===== src/rtl/core/pzt_pkg.sv =====
// Shared types and constants of the pinch zoom gesture tracker.
// Used by every module of the block; depends on nothing else.
package pzt_pkg;

  // Coordinate width range and default.
  localparam int COORD_BITS_DEF = 12;
  localparam int COORD_MAX_BITS = 16;
  // Widest squared distance any legal coordinate width produces.
  localparam int D2_W = 2 * COORD_MAX_BITS + 1;

  localparam int LIMIT_W = 12;
  localparam logic [LIMIT_W-1:0] LIMIT_RESET = LIMIT_W'(20);
  localparam int POS_W = 12;
  localparam int ID_W = 8;
  localparam int ZOOM_W = 16;
  localparam int SHIFT_W = 14;
  localparam int SHIFT_MAX = 8190;
  localparam logic [ZOOM_W-1:0] ZOOM_SAT = '1;

  // Division yields a 32-bit quotient, square root a 16-bit root.
  localparam int QUO_W = 32;
  localparam int FRAC_SHIFT = 24;

  typedef enum logic [1:0] {
    CMD_DOWN   = 2'd0,
    CMD_MOVE   = 2'd1,
    CMD_UP     = 2'd2,
    CMD_CANCEL = 2'd3
  } cmd_t;

  typedef enum logic [1:0] {
    F_IDLE,
    F_SQ0,
    F_SQ1,
    F_DEC
  } front_state_t;

  typedef enum logic [1:0] {
    B_IDLE,
    B_DIV,
    B_SQRT
  } back_state_t;

  // One classified event handed from the front to the back.
  typedef struct packed {
    logic                      is_pinch;
    logic                      calc;
    logic [D2_W-1:0]           new2;
    logic [D2_W-1:0]           old2;
    logic signed [SHIFT_W-1:0] shift_x;
    logic signed [SHIFT_W-1:0] shift_y;
  } job_t;

  localparam int QUEUE_DEPTH = 2;

endpackage


===== src/rtl/core/pzt_front.sv =====
// Front end: accepts touch events, keeps the finger slots and classifies events.
// Depends on pzt_pkg; pushes one job per event into the queue.
module pzt_front import pzt_pkg::*; #(
  parameter int COORD_BITS = COORD_BITS_DEF
) (
  input  logic               clk,
  input  logic               rst_n,
  input  logic               in_valid,
  output logic               in_ready,
  input  logic [1:0]         in_cmd,
  input  logic [POS_W-1:0]   in_pos_x,
  input  logic [POS_W-1:0]   in_pos_y,
  input  logic [ID_W-1:0]    in_finger_id,
  input  logic [LIMIT_W-1:0] move_limit,
  output logic               push,
  output job_t               push_job,
  input  logic               q_full
);

  localparam int CW   = COORD_BITS;
  localparam int MW   = (CW < POS_W) ? CW : POS_W;
  localparam int MULW = (CW > LIMIT_W) ? CW : LIMIT_W;
  localparam int SUMW = 2 * MULW + 1;
  localparam int SW   = CW + 3;

  front_state_t state_r, state_nxt;

  logic [1:0]      cmd_r;
  logic [CW-1:0]   px_r, py_r;
  logic [ID_W-1:0] fid_r;

  logic            a_used_r, b_used_r, a_first_r, cancel_r;
  logic [ID_W-1:0] a_id_r, b_id_r;
  logic [CW-1:0]   ax_r, ay_r, bx_r, by_r, stx_r, sty_r;
  logic [SUMW-1:0] sum_a_r, sum_b_r;

  logic on_a, on_b, both;
  logic [CW-1:0] ox, oy;
  logic [MULW-1:0] op_x, op_y;
  logic [2*MULW-1:0] prod_x, prod_y;
  logic [SUMW-1:0] prod_sum;

  // Slot match against the latched event.
  assign on_a = a_used_r && (a_id_r == fid_r);
  assign on_b = b_used_r && (b_id_r == fid_r);
  assign both = a_used_r && b_used_r;
  assign ox   = on_a ? bx_r : ax_r;
  assign oy   = on_a ? by_r : ay_r;

  function automatic logic [CW-1:0] absdiff(input logic [CW-1:0] p, input logic [CW-1:0] q);
    return (p > q) ? (p - q) : (q - p);
  endfunction

  // Shared squaring pair: old distance or start distance, then new distance or limit.
  always_comb begin
    op_x = '0;
    op_y = '0;
    if (state_r == F_SQ0) begin
      if (both) begin
        op_x = MULW'(absdiff(ax_r, bx_r));
        op_y = MULW'(absdiff(ay_r, by_r));
      end else begin
        op_x = MULW'(absdiff(stx_r, px_r));
        op_y = MULW'(absdiff(sty_r, py_r));
      end
    end else begin
      if (both) begin
        op_x = MULW'(absdiff(px_r, ox));
        op_y = MULW'(absdiff(py_r, oy));
      end else begin
        op_x = MULW'(move_limit);
        op_y = '0;
      end
    end
    prod_x   = op_x * op_x;
    prod_y   = op_y * op_y;
    prod_sum = SUMW'(prod_x) + SUMW'(prod_y);
  end

  // Next state.
  always_comb begin
    state_nxt = state_r;
    unique case (state_r)
      F_IDLE:  if (in_valid) state_nxt = F_SQ0;
      F_SQ0:   state_nxt = F_SQ1;
      F_SQ1:   state_nxt = F_DEC;
      F_DEC:   if (!q_full) state_nxt = F_IDLE;
      default: state_nxt = F_IDLE;
    endcase
  end

  // Handshake outputs.
  always_comb begin
    in_ready = (state_r == F_IDLE);
    push     = (state_r == F_DEC) && !q_full;
  end

  // Center shift, clamped to the output range.
  logic signed [SW-1:0] sx_raw, sy_raw;
  logic signed [SHIFT_W-1:0] sx_cl, sy_cl;

  always_comb begin
    sx_raw = (SW'(px_r) + SW'(ox)) - (SW'(ax_r) + SW'(bx_r));
    sy_raw = (SW'(py_r) + SW'(oy)) - (SW'(ay_r) + SW'(by_r));
    if (sx_raw > SW'(SHIFT_MAX))       sx_cl = SHIFT_W'(SHIFT_MAX);
    else if (sx_raw < -SW'(SHIFT_MAX)) sx_cl = -SHIFT_W'(SHIFT_MAX);
    else                               sx_cl = SHIFT_W'(sx_raw);
    if (sy_raw > SW'(SHIFT_MAX))       sy_cl = SHIFT_W'(SHIFT_MAX);
    else if (sy_raw < -SW'(SHIFT_MAX)) sy_cl = -SHIFT_W'(SHIFT_MAX);
    else                               sy_cl = SHIFT_W'(sy_raw);
  end

  // Event classification and the job it produces.
  logic pinch_mv;
  assign pinch_mv = (cmd_r == CMD_MOVE) && (on_a || on_b) && both;

  always_comb begin
    push_job          = '0;
    push_job.calc     = pinch_mv;
    push_job.old2     = D2_W'(sum_a_r);
    push_job.new2     = D2_W'(sum_b_r);
    if (pinch_mv) begin
      push_job.shift_x = sx_cl;
      push_job.shift_y = sy_cl;
    end
    unique case (cmd_r)
      CMD_DOWN: begin
        if (on_a || (!on_b && !a_used_r)) push_job.is_pinch = b_used_r;
        else if (on_b || !b_used_r)       push_job.is_pinch = a_used_r;
      end
      CMD_MOVE: push_job.is_pinch = pinch_mv;
      CMD_UP: begin
        if (on_b)      push_job.is_pinch = cancel_r || a_first_r;
        else if (on_a) push_job.is_pinch = cancel_r || !a_first_r;
      end
      default: push_job.is_pinch = 1'b0;
    endcase
  end

  // Control registers and slot state.
  always_ff @(posedge clk) begin
    if (!rst_n) begin
      state_r   <= F_IDLE;
      a_used_r  <= 1'b0;
      b_used_r  <= 1'b0;
      a_first_r <= 1'b0;
      cancel_r  <= 1'b0;
      a_id_r    <= '0;
      b_id_r    <= '0;
      ax_r      <= '0;
      ay_r      <= '0;
      bx_r      <= '0;
      by_r      <= '0;
      stx_r     <= '0;
      sty_r     <= '0;
    end else begin
      state_r <= state_nxt;
      if (push) begin
        unique case (cmd_r)
          CMD_DOWN: begin
            if (on_a || (!on_b && !a_used_r)) begin
              a_used_r  <= 1'b1;
              a_id_r    <= fid_r;
              ax_r      <= px_r;
              ay_r      <= py_r;
              stx_r     <= px_r;
              sty_r     <= py_r;
              cancel_r  <= 1'b0;
              a_first_r <= !b_used_r;
            end else if (on_b) begin
              bx_r     <= px_r;
              by_r     <= py_r;
              stx_r    <= px_r;
              sty_r    <= py_r;
              cancel_r <= 1'b0;
            end else if (!b_used_r) begin
              b_used_r  <= 1'b1;
              b_id_r    <= fid_r;
              bx_r      <= px_r;
              by_r      <= py_r;
              stx_r     <= px_r;
              sty_r     <= py_r;
              cancel_r  <= 1'b0;
              a_first_r <= a_used_r;
            end
          end
          CMD_MOVE: begin
            if (on_a || on_b) begin
              if (!both && (SUMW'(sum_a_r) > sum_b_r)) begin
                if (a_used_r) a_used_r <= 1'b0;
                else          b_used_r <= 1'b0;
              end else if (on_a) begin
                ax_r <= px_r;
                ay_r <= py_r;
              end else begin
                bx_r <= px_r;
                by_r <= py_r;
              end
            end
          end
          CMD_UP: begin
            if (on_b)      b_used_r <= 1'b0;
            else if (on_a) a_used_r <= 1'b0;
          end
          default: cancel_r <= 1'b1;
        endcase
      end
    end
  end

  // Event latch and squared distances.
  always_ff @(posedge clk) begin
    if (in_valid && in_ready) begin
      cmd_r <= in_cmd;
      px_r  <= CW'(in_pos_x[MW-1:0]);
      py_r  <= CW'(in_pos_y[MW-1:0]);
      fid_r <= in_finger_id;
    end
    if (state_r == F_SQ0) sum_a_r <= prod_sum;
    if (state_r == F_SQ1) sum_b_r <= prod_sum;
  end

endmodule


===== src/rtl/core/pzt_queue.sv =====
// Two-entry job queue between the front end and the back end.
// Depends on pzt_pkg for the job type.
module pzt_queue import pzt_pkg::*; (
  input  logic clk,
  input  logic rst_n,
  input  logic push,
  input  job_t push_job,
  output logic full,
  input  logic pop,
  output logic empty,
  output job_t pop_job
);

  localparam int PW = $clog2(QUEUE_DEPTH);

  job_t mem_r [QUEUE_DEPTH];
  logic [PW-1:0] wp_r, rp_r;
  logic [PW:0]   cnt_r;

  assign full    = (cnt_r == (PW+1)'(QUEUE_DEPTH));
  assign empty   = (cnt_r == '0);
  assign pop_job = mem_r[rp_r];

  // Pointers and fill count.
  always_ff @(posedge clk) begin
    if (!rst_n) begin
      wp_r  <= '0;
      rp_r  <= '0;
      cnt_r <= '0;
    end else begin
      if (push) wp_r <= wp_r + 1'b1;
      if (pop)  rp_r <= rp_r + 1'b1;
      cnt_r <= cnt_r + (PW+1)'(push) - (PW+1)'(pop);
    end
  end

  // Storage.
  always_ff @(posedge clk) begin
    if (push) mem_r[wp_r] <= push_job;
  end

  a_no_overflow: assert property (@(posedge clk) disable iff (!rst_n) full |-> !push)
    else $error("queue push while full");
  a_no_underflow: assert property (@(posedge clk) disable iff (!rst_n) empty |-> !pop)
    else $error("queue pop while empty");
  a_count_step: assert property (@(posedge clk) disable iff (!rst_n)
    (push && !pop) |=> (cnt_r == $past(cnt_r) + 1'b1))
    else $error("queue count did not advance on a transfer in");

endmodule


===== src/rtl/core/pzt_back.sv =====
// Back end: zoom ratio by iterative division and square root, result register.
// Depends on pzt_pkg; pops jobs from the queue.
module pzt_back import pzt_pkg::*; (
  input  logic clk,
  input  logic rst_n,
  input  logic q_empty,
  input  job_t q_job,
  output logic pop,
  output logic out_valid,
  input  logic out_ready,
  output logic out_is_pinch,
  output logic [ZOOM_W-1:0] out_zoom_ratio,
  output logic signed [SHIFT_W-1:0] out_shift_x,
  output logic signed [SHIFT_W-1:0] out_shift_y
);

  localparam int CNT_W = $clog2(QUO_W + 1);

  back_state_t state_r, state_nxt;

  logic [D2_W-1:0]  div_r;
  logic [D2_W:0]    rem_r;
  logic [QUO_W-1:0] nlo_r, quo_r;
  logic [QUO_W-1:0] v_r, res_r, bit_r;
  logic [CNT_W-1:0] cnt_r;
  logic             out_valid_r, is_pinch_r;
  logic [ZOOM_W-1:0] zoom_r;
  logic signed [SHIFT_W-1:0] sx_r, sy_r;

  logic slot_free, start, sat, last;
  logic [D2_W:0] rem_sh;
  logic [QUO_W-1:0] trial;

  assign slot_free = !out_valid_r || out_ready;
  assign start     = (state_r == B_IDLE) && !q_empty && slot_free;
  assign sat       = (q_job.old2 == '0) ||
                     ({8'd0, q_job.new2} >= {q_job.old2, 8'd0});
  assign last      = (cnt_r == '0);
  assign rem_sh    = {rem_r[D2_W-1:0], nlo_r[QUO_W-1]};
  assign trial     = res_r + bit_r;

  // Next state.
  always_comb begin
    state_nxt = state_r;
    unique case (state_r)
      B_IDLE:  if (start && q_job.calc && !sat) state_nxt = B_DIV;
      B_DIV:   if (last) state_nxt = B_SQRT;
      B_SQRT:  if (bit_r == '0 && slot_free) state_nxt = B_IDLE;
      default: state_nxt = B_IDLE;
    endcase
  end

  // Outputs toward the queue and the result channel.
  always_comb begin
    pop            = start;
    out_valid      = out_valid_r;
    out_is_pinch   = is_pinch_r;
    out_zoom_ratio = zoom_r;
    out_shift_x    = sx_r;
    out_shift_y    = sy_r;
  end

  // Control registers.
  always_ff @(posedge clk) begin
    if (!rst_n) begin
      state_r     <= B_IDLE;
      out_valid_r <= 1'b0;
    end else begin
      state_r <= state_nxt;
      if (start && !(q_job.calc && !sat)) out_valid_r <= 1'b1;
      else if (state_r == B_SQRT && bit_r == '0 && slot_free) out_valid_r <= 1'b1;
      else if (out_ready) out_valid_r <= 1'b0;
    end
  end

  // Datapath: restoring division, then bitwise square root.
  always_ff @(posedge clk) begin
    unique case (state_r)
      B_IDLE: begin
        if (start) begin
          is_pinch_r <= q_job.is_pinch;
          sx_r       <= q_job.shift_x;
          sy_r       <= q_job.shift_y;
          zoom_r     <= q_job.calc ? ZOOM_SAT : '0;
          div_r      <= q_job.old2;
          rem_r      <= (D2_W+1)'(q_job.new2 >> (QUO_W - FRAC_SHIFT));
          nlo_r      <= {q_job.new2[QUO_W-FRAC_SHIFT-1:0], FRAC_SHIFT'(0)};
          cnt_r      <= CNT_W'(QUO_W - 1);
        end
      end
      B_DIV: begin
        if (rem_sh >= {1'b0, div_r}) begin
          rem_r <= rem_sh - {1'b0, div_r};
          quo_r <= {quo_r[QUO_W-2:0], 1'b1};
        end else begin
          rem_r <= rem_sh;
          quo_r <= {quo_r[QUO_W-2:0], 1'b0};
        end
        nlo_r <= {nlo_r[QUO_W-2:0], 1'b0};
        cnt_r <= cnt_r - 1'b1;
        if (last) begin
          v_r   <= (rem_sh >= {1'b0, div_r}) ? {quo_r[QUO_W-2:0], 1'b1}
                                             : {quo_r[QUO_W-2:0], 1'b0};
          res_r <= '0;
          bit_r <= QUO_W'(1) << (QUO_W - 2);
        end
      end
      B_SQRT: begin
        if (bit_r != '0) begin
          if (v_r >= trial) begin
            v_r   <= v_r - trial;
            res_r <= (res_r >> 1) + bit_r;
          end else begin
            res_r <= res_r >> 1;
          end
          bit_r <= bit_r >> 2;
        end else if (slot_free) begin
          zoom_r <= ZOOM_W'(res_r);
        end
      end
      default: ;
    endcase
  end

  a_sqrt_fits: assert property (@(posedge clk) disable iff (!rst_n)
    (state_r == B_SQRT && bit_r == '0) |-> (res_r[QUO_W-1:ZOOM_W] == '0))
    else $error("square root exceeds the zoom range");
  a_hold_busy: assert property (@(posedge clk) disable iff (!rst_n)
    (state_r != B_IDLE) |-> !pop)
    else $error("job taken while the ratio unit is busy");
  a_out_hold: assert property (@(posedge clk) disable iff (!rst_n)
    (out_valid_r && !out_ready) |=> (out_valid_r && $stable(zoom_r) && $stable(is_pinch_r)))
    else $error("pending result changed before its transfer");

endmodule


===== src/rtl/core/pinch_zoom_gesture_tracker_unit.sv =====
// Pinch zoom gesture tracker: tracks two fingers and reports pinch zoom and pan.
// Top level; instantiates pzt_front, pzt_queue and pzt_back from pzt_pkg.
// Each touch event yields exactly one result. Down, up, cancel and single-finger
// moves pass through the front end's latch, squaring and decision states and then
// the back end's result register; a move while two fingers are down also runs the
// zoom unit, unless the ratio saturates: restoring division, then square root,
// with a one-bit-per-cycle divider. A two-entry queue lets the front end take the
// next event while a ratio is still being computed.
module pinch_zoom_gesture_tracker_unit import pzt_pkg::*; #(
  parameter int COORD_BITS = COORD_BITS_DEF
) (
  input  logic                      clk,
  input  logic                      rst_n,
  input  logic                      cfg_wr_en,
  input  logic [LIMIT_W-1:0]        cfg_wr_data,
  input  logic                      in_valid,
  output logic                      in_ready,
  input  logic [1:0]                in_cmd,
  input  logic [POS_W-1:0]          in_pos_x,
  input  logic [POS_W-1:0]          in_pos_y,
  input  logic [ID_W-1:0]           in_finger_id,
  output logic                      out_valid,
  input  logic                      out_ready,
  output logic                      out_is_pinch,
  output logic [ZOOM_W-1:0]         out_zoom_ratio,
  output logic signed [SHIFT_W-1:0] out_shift_x,
  output logic signed [SHIFT_W-1:0] out_shift_y
);

  logic [LIMIT_W-1:0] move_limit_r;
  logic push, q_full, q_empty, pop;
  job_t push_job, pop_job;

  // Move limit register.
  always_ff @(posedge clk) begin
    if (!rst_n) move_limit_r <= LIMIT_RESET;
    else if (cfg_wr_en) move_limit_r <= cfg_wr_data;
  end

  pzt_front #(.COORD_BITS(COORD_BITS)) u_front (
    .clk, .rst_n, .in_valid, .in_ready, .in_cmd, .in_pos_x, .in_pos_y,
    .in_finger_id, .move_limit(move_limit_r), .push, .push_job, .q_full
  );

  pzt_queue u_queue (
    .clk, .rst_n, .push, .push_job, .full(q_full), .pop, .empty(q_empty),
    .pop_job
  );

  pzt_back u_back (
    .clk, .rst_n, .q_empty, .q_job(pop_job), .pop, .out_valid, .out_ready,
    .out_is_pinch, .out_zoom_ratio, .out_shift_x, .out_shift_y
  );

endmodule


===== config.mk =====
export PLATFORM = sky130hd
export DESIGN_NAME = pinch_zoom_gesture_tracker_unit
export DESIGN_NICKNAME = d
export VERILOG_FILES = /design/src/rtl/core/pzt_pkg.sv /design/src/rtl/core/pzt_front.sv /design/src/rtl/core/pzt_queue.sv /design/src/rtl/core/pzt_back.sv /design/src/rtl/core/pinch_zoom_gesture_tracker_unit.sv
export SDC_FILE = /design/constraint.sdc
export NUM_CORES = 2
export LEC_CHECK = 0
export CORE_MARGIN = 3
export CORE_UTILIZATION = 66
export DETAILED_ROUTE_END_ITERATION = 16
export DONT_BUFFER_PORTS = 1
export GPL_ROUTABILITY_DRIVEN = 0
export GPL_TIMING_DRIVEN = 0
export PLACE_DENSITY_LB_ADDON = 0.05
export SLEW_MARGIN = 15
export SYNTH_ARGS = -nofsm -noshare
export SYNTH_HDL_FRONTEND = slang
export SYNTH_HIERARCHICAL = 1
export SYNTH_SLANG_ARGS = --single-unit

===== constraint.sdc =====
create_clock -name clk -period 12.7 [get_ports clk]
set_clock_uncertainty 0.1 [all_clocks]
set_input_delay 0 -clock clk [delete_from_list [all_inputs] [get_ports clk]]
set_output_delay 0 -clock clk [all_outputs]
set_load 0.1 [all_outputs]

-- Word level (Yosys, flattened, before mapping)
Memory sizes are Yosys's and may differ from the RTL's. A register that Yosys moved wholly into a read port is not among the register bits.
Cells that the tools add are included.
Widths: inputs -> output; s select.
- flip-flop bits (word level): 473
- bits in latches: 0
- memory bits (writable): 160
- memory bits (read-only): 0
- bits of input ports: 51
- output and inout bits: 47
- word-level logic and storage cells: 297
- memories kept: 1
- add/sub/neg operators: 28
- $mul: 2
- div/mod/pow operators: 0
- order comparisons: 14
- equal/unequal tests: 37
- shifts and indexed selects: 0
- mux-type cells: 108
- bitwise gates (word level): 4
- reductions and logical operators: 66
- memory list (name ; words ; width ; rd ports ; clocked after Yosys merged registers in ; write ports ; line ; source):
    u_queue.mem_r ; 2 ; 80 ; 1 ; 1 ; 1 ; pzt_queue.sv:16 ; job_t mem_r [QUEUE_DEPTH];
- operator list (operator ; number):
    $mux 12 ; 36
    $mux 32 ; 9
    $pmux 32 s2 ; 4
    $sub 12x12->12 ; 12
    $pmux 12 s2 ; 4
    $gt 12x12->1 ; 6
    $mux 33 ; 2
    $pmux 33 s2 ; 1
    $mux 16 ; 4
    $mux 14 ; 4
    $add 12x12->13 ; 4
    $mul 12x12->24 ; 2
    $ge 33x41->1 ; 1
    $ge 34x33->1 ; 1
    $logic_not 33->1 ; 1
    $sub 33x33->33 ; 1
    $add 31x32->32 ; 1
    $add 32x32->32 ; 1
    $ge 32x32->1 ; 1
    $logic_not 32->1 ; 1
    $ne 2x2->1 const B ; 16
    $pmux 16 s2 ; 1
    $reduce_bool 32->1 ; 1
    $sub 32x32->32 ; 1
    other kinds (40) ; 144

-- Longest topological paths before layout
- depth in word-level cells: 9
- gate-level depth with buffers: 48
- depth with buffers taken out: 44

-- Modules after synthesis
The synthesis kept the hierarchy.
- modules (own cells, without submodules) (module ; instances ; cells each ; area each (um^2) ; sequential area each (um^2)):
    pzt_front ; 1 ; 2879 ; 25717.2 ; 4404.2
    pzt_back ; 1 ; 1508 ; 15328.5 ; 7146.9
    pzt_queue ; 1 ; 320 ; 7353.3 ; 5865.6
    pinch_zoom_gesture_tracker_unit ; 1 ; 38 ; 445.4 ; 240.2

-- Worst setup path before layout
OpenSTA, ideal clock, no wires.
- path type: register to register
- start: register u_front.fid_r[1]
- end: register u_front.sum_a_r[24], data pin
- library setup time: 259 ps
- arrival time: 11310 ps
- data required time: 12341 ps
- slack: 1031 ps
- cell stages (with the launch flop): 45
- path buffers: 4
- clock period less this slack: 11669 ps
- path through: edfxtp_1 xnor2_1 nand4_1 nor3_2 buf_2 clkbuf_1 clkbuf_1 mux2i_1 inv_1 ha_1 inv_1 fa_1 a21o_1 a21o_1 a2111oi_0 o31a_1 o21ai_1 and3_1 [9 not listed] fa_1 inv_1 fa_1 fa_1 fa_1 inv_1 fa_1 inv_1 ha_1 and2_1 o21ai_0 inv_1 a41o_1 o41a_1 nand3_1 nand3_1 a2111o_1 o211a_1
- word-level cells in the longest chain between the ends: 9
- elaborated cells between the ends (all ways): 19
- those cells by class: add/sub: 5; mul: 2; order compare: 2; eq/ne: 1; mux: 8; reduce/logical: 1
- RTL lines (item ; line ; source):
    from (decl) ; pzt_front.sv:30 ; logic [ID_W-1:0] fid_r;
    from (signal assigned) ; pzt_front.sv:217 ; fid_r <= in_finger_id;
    $eq 8x8->1 * ; pzt_front.sv:44 ; assign on_a = a_used_r && (a_id_r == fid_r);
    $logic_and 1x1->1 * ; pzt_front.sv:44 ;
    $mux 12, on equally long branches ; pzt_front.sv:47, pzt_front.sv:48 ;
    $sub 12x12->12 or $gt 12x12->1 (tied branches) ; pzt_front.sv:51 ; return (p > q) ? (p - q) : (q - p);
    $mux 12 ; pzt_front.sv:51 ;
    $mux 12 ; pzt_front.sv:67 ; if (both) begin
    $mux 12 ; pzt_front.sv:58 ; if (state_r == F_SQ0) begin
    $mul 12x12->24, on equally long branches ; pzt_front.sv:75, pzt_front.sv:76 ;
    $add 24x24->25 * ; pzt_front.sv:77 ; prod_sum = SUMW'(prod_x) + SUMW'(prod_y);
    net u_front.prod_sum[24] ; pzt_front.sv:41 ; logic [SUMW-1:0] prod_sum;
    to (signal assigned) ; pzt_front.sv:219 ; if (state_r == F_SQ0) sum_a_r <= prod_sum;
    to (decl) ; pzt_front.sv:35 ; logic [SUMW-1:0] sum_a_r, sum_b_r;
Mark *: on every way through the listed nets, which the timed path passes. The rest lies on a longest branch.
A chain may end at the register's enable or synchronous reset.

-- Final worst setup path
- start: register u_front.fid_r[0]
- end: register u_front.sum_a_r[24], data pin
The elaborated chain is that of the path after synthesis.

==> results by group <==
Worst hold path
  • Hold Crit Class: in2reg

Worst setup path
  • Setup CP Type: reg2reg
  • Worst Path Max Fanout: 19
  • Worst setup EP type: flop
  • Worst reg2reg path startpoint: u_front/fid_r[0]$_DFFE_PP_
  • Crit path DAT: 12.53 ns
  • Crit path launch type: flop
  • Setup crit end: u_front/sum_a_r[24]$_DFFE_PP_
  • R2R setup slack: 0.38 ns
  • Worst setup startpoint: u_front/fid_r[0]$_DFFE_PP_
  • Critical Path Max Stage Delay: 0.58 ns
  • R2r endpoint: u_front/sum_a_r[24]$_DFFE_PP_
  • R2R depth: 44
  • CP max stage cell: a31oi_2
  • Worst Path Required: 12.91 ns

Floorplan
  • Core area: 73,100 um^2
  • Die Area: 77,300 um^2
  • FP Rows: 99
  • Boundary pin count: 98
  • Effective utilization at floorplan: 0.668
  • Vert. Die Dim: 278 um
  • Die Width: 278 um

Global routing
  • Largest net degree at the start of global routing: 58
  • Total GRT Usage: 0.328
  • Antenna violations before repair: 1
  • First-pass GRT wire length: 199 mm
  • Gr ovfl total: 0
  • Number of global-route vias before repair: 36,100

Yosys
  • Synth unique cells: 105
  • Syn Inst Count: 4,745
  • Synth warn: 6
  • Cell taking the most area after synthesis: edfxtp_1
  • Syn_area_per_cell: 10.3 um^2
  • Top-count cell post-synth: inv_1
  • Sequential share of the synthesized area: 0.361
  • Yosys reg bits: 626
  • Post-synth top cells: inv_1, edfxtp_1, ha_1
  • Post-synthesis instance area: 48,800 um^2
  • Ys flop type: edfxtp_1
  • Post-synth EDFFs: 512
  • Yosys top cell area share: 0.315
  • Post-synth ARST share: 0
  • Top post-synthesis cells by area: edfxtp_1, ha_1, fa_1

STA
  • Period minus WS final: 12.32 ns
  • Fmax: 81.2 MHz
  • Final hold vios: 0
  • Fin. max-slew vios: 0
  • Part of the cycle the worst path needs: 0.970
  • Worst-margin pin slew: 1.29 ns
  • Setup violators final: 0
  • Slew HR: 0.130

Clock network
  • Number of CTS-inserted buffers: 69
  • CTS clk-pin slew, worst paths: 0.06 ns
  • Clk buf depth: 3
  • Number of H-tree levels: 3
  • Root Buffer: clkbuf_16
  • CTS tree: done
  • Skew-Pair Late Insertion Delay: 0.62 ns
  • Clock sink count: 626

Place
  • Post-DP Area: 50,400 um^2
  • Input/output buffers: 0
  • Placed wire-length estimate: 96.9 mm

Routing
  • Top Layer Used: met4
  • Starting DRT DRC Count: 3,149
  • Residual DRC: 0
  • DR pass1 iterations: 6
  • Post-route ant nets: 0
  • Met2 WL post-DR: 59.6 mm
  • WL met3: 10.1 mm
  • Routed len/inst: 21.4 um
  • Detail-routed via count per cell: 6.08
  • M1 wire length: 51.6 mm
  • Vias: 36,300
  • Routed wire length: 127 mm

Final layout
  • Antenna cells: 0
  • Final Net Count: 5,717
  • P&R area growth vs syn: 10.8%
  • Fin area: 54,100 um^2
  • Layout cells sized above 1: 0.0885

Outcome
  • Outcome: completed

Job
  • Max cap viols: 0
-- placed cells by master, fill, tap and decap left out, drive strengths merged, types with 21 or more instances in the layout --
cell / n
a211oi: 41
a21o: 114
a21oi: 242
a31oi: 46
and2: 103
and3: 23
buf: 87
clkbuf: 199
clkinv: 21
dfxtp: 114
dlygate4sd3: 97
edfxtp: 512
fa: 264
ha: 451
inv: 598
mux2: 104
mux2i: 154
nand2: 318
nand2b: 59
nand3: 67
nand4: 49
nor2: 297
nor2b: 81
nor3: 60
nor4: 35
o211ai: 26
o21a: 34
o21ai: 218
o21bai: 39
or2: 52
xnor2: 124
xor2: 103
-- how the worst min path moves through the flow --
stage                                                end         from  cells past startpoint
after floorplan               u_front/cmd_r[0]$_DFFE_PP_    in_cmd[0]                      0
after global placement         u_front/px_r[0]$_DFFE_PP_  in_pos_x[0]                      0
after detailed placement       u_front/py_r[9]$_DFFE_PP_  in_pos_y[9]                      0
after CTS                 u_back/state_r[1]$_SDFFE_PN0P_    out_ready                      4
after global routing      u_back/state_r[1]$_SDFFE_PN0P_    out_ready                      4
final                     u_back/state_r[1]$_SDFFE_PN0P_    out_ready                      4
-- worst max-delay path: cells and delay by family, from the launching register on --
kind / cells / cell delay [ns]
and+or+nand+nor: 7 / 1.10
muxes: 2 / 0.58
xor gates and xnor gates: 2 / 0.37
buffers and inverters: 10 / 1.76
DFF: 1 / 0.50
adders and majority gates: 9 / 4.01
AOI/OAI and AO/OA: 14 / 3.64
-- cells by family (layout without fill, tap and decap cells) --
logic type / after synthesis / after routing / synth area share
and+or+nand+nor: 1204 / 1204 / 0.122
buffers and inverters: 780 / 1026 / 0.0648
other: 1 / 16 / 0.0000768
DFF: 626 / 626 / 0.361
AOI/OAI and AO/OA: 926 / 926 / 0.125
adders and majority gates: 715 / 715 / 0.224
muxes: 265 / 265 / 0.0618
xor gates and xnor gates: 228 / 228 / 0.0412
-- metal layers --
| layer | vias to the layer above | track usage |
|---|---|---|
| met5 | - | 0 |
| met4 | 0 | 0.148 |
| met3 | 305 | 0.0501 |
| met2 | 1564 | 0.539 |
| met1 | 17500 | 0.433 |
| li1 | 16900 | - |
-- state kept, by name, indices dropped and copies added (netlist names), 25 cells and up, named ones only --
name / count
u_back/v_r: 32
u_back/rem_r: 33
u_front/sum_a_r: 25
u_queue/mem_r: 192
u_back/div_r: 33
u_back/res_r: 32
u_front/sum_b_r: 25
u_back/quo_r: 31
-- layout make-up --
| type | instances | area, um^2 |
|---|---|---|
| plain buffers | 175 | 922 |
| clock buffers | 80 | 1800 |
| clock inverters | 46 | 724 |
| fillers | 5146 | 18900 |
| inverters | 597 | 2250 |
| multi-input cells | 3354 | 28300 |
| flip-flops and latches | 626 | 17700 |
| well taps | 959 | 1200 |
| repair buffers | 128 | 1340 |
-- repair_timing --
item                                    CTS  global route
endpoints found under the hold margin   122             0
gates resized for setup                  17            29
pin swaps                                 0             2
hold buffers                             98             0
setup buffers                             0             9
endpoints found under the setup margin   32            20
-- through the flow --
stage	std cells	util	hold WS, ns	setup slack (ns)	setup TNS, ns
floorplan	4760	-	-0.00113	1.03	0
global placement	5719	0.686	-0.00108	-2.46	-54.08
detailed placement	5740	0.690	-0.00108	-1.88	-37.59
CTS	5960	0.739	0.103	0.0217	0
global route	5965	0.741	0.161	-0.0430	-0.0922
finish	5965	0.741	0.145	0.382	0
Power is not shown: default switching activity piles up to over one toggle a cycle in this logic, so the estimate is an artifact.
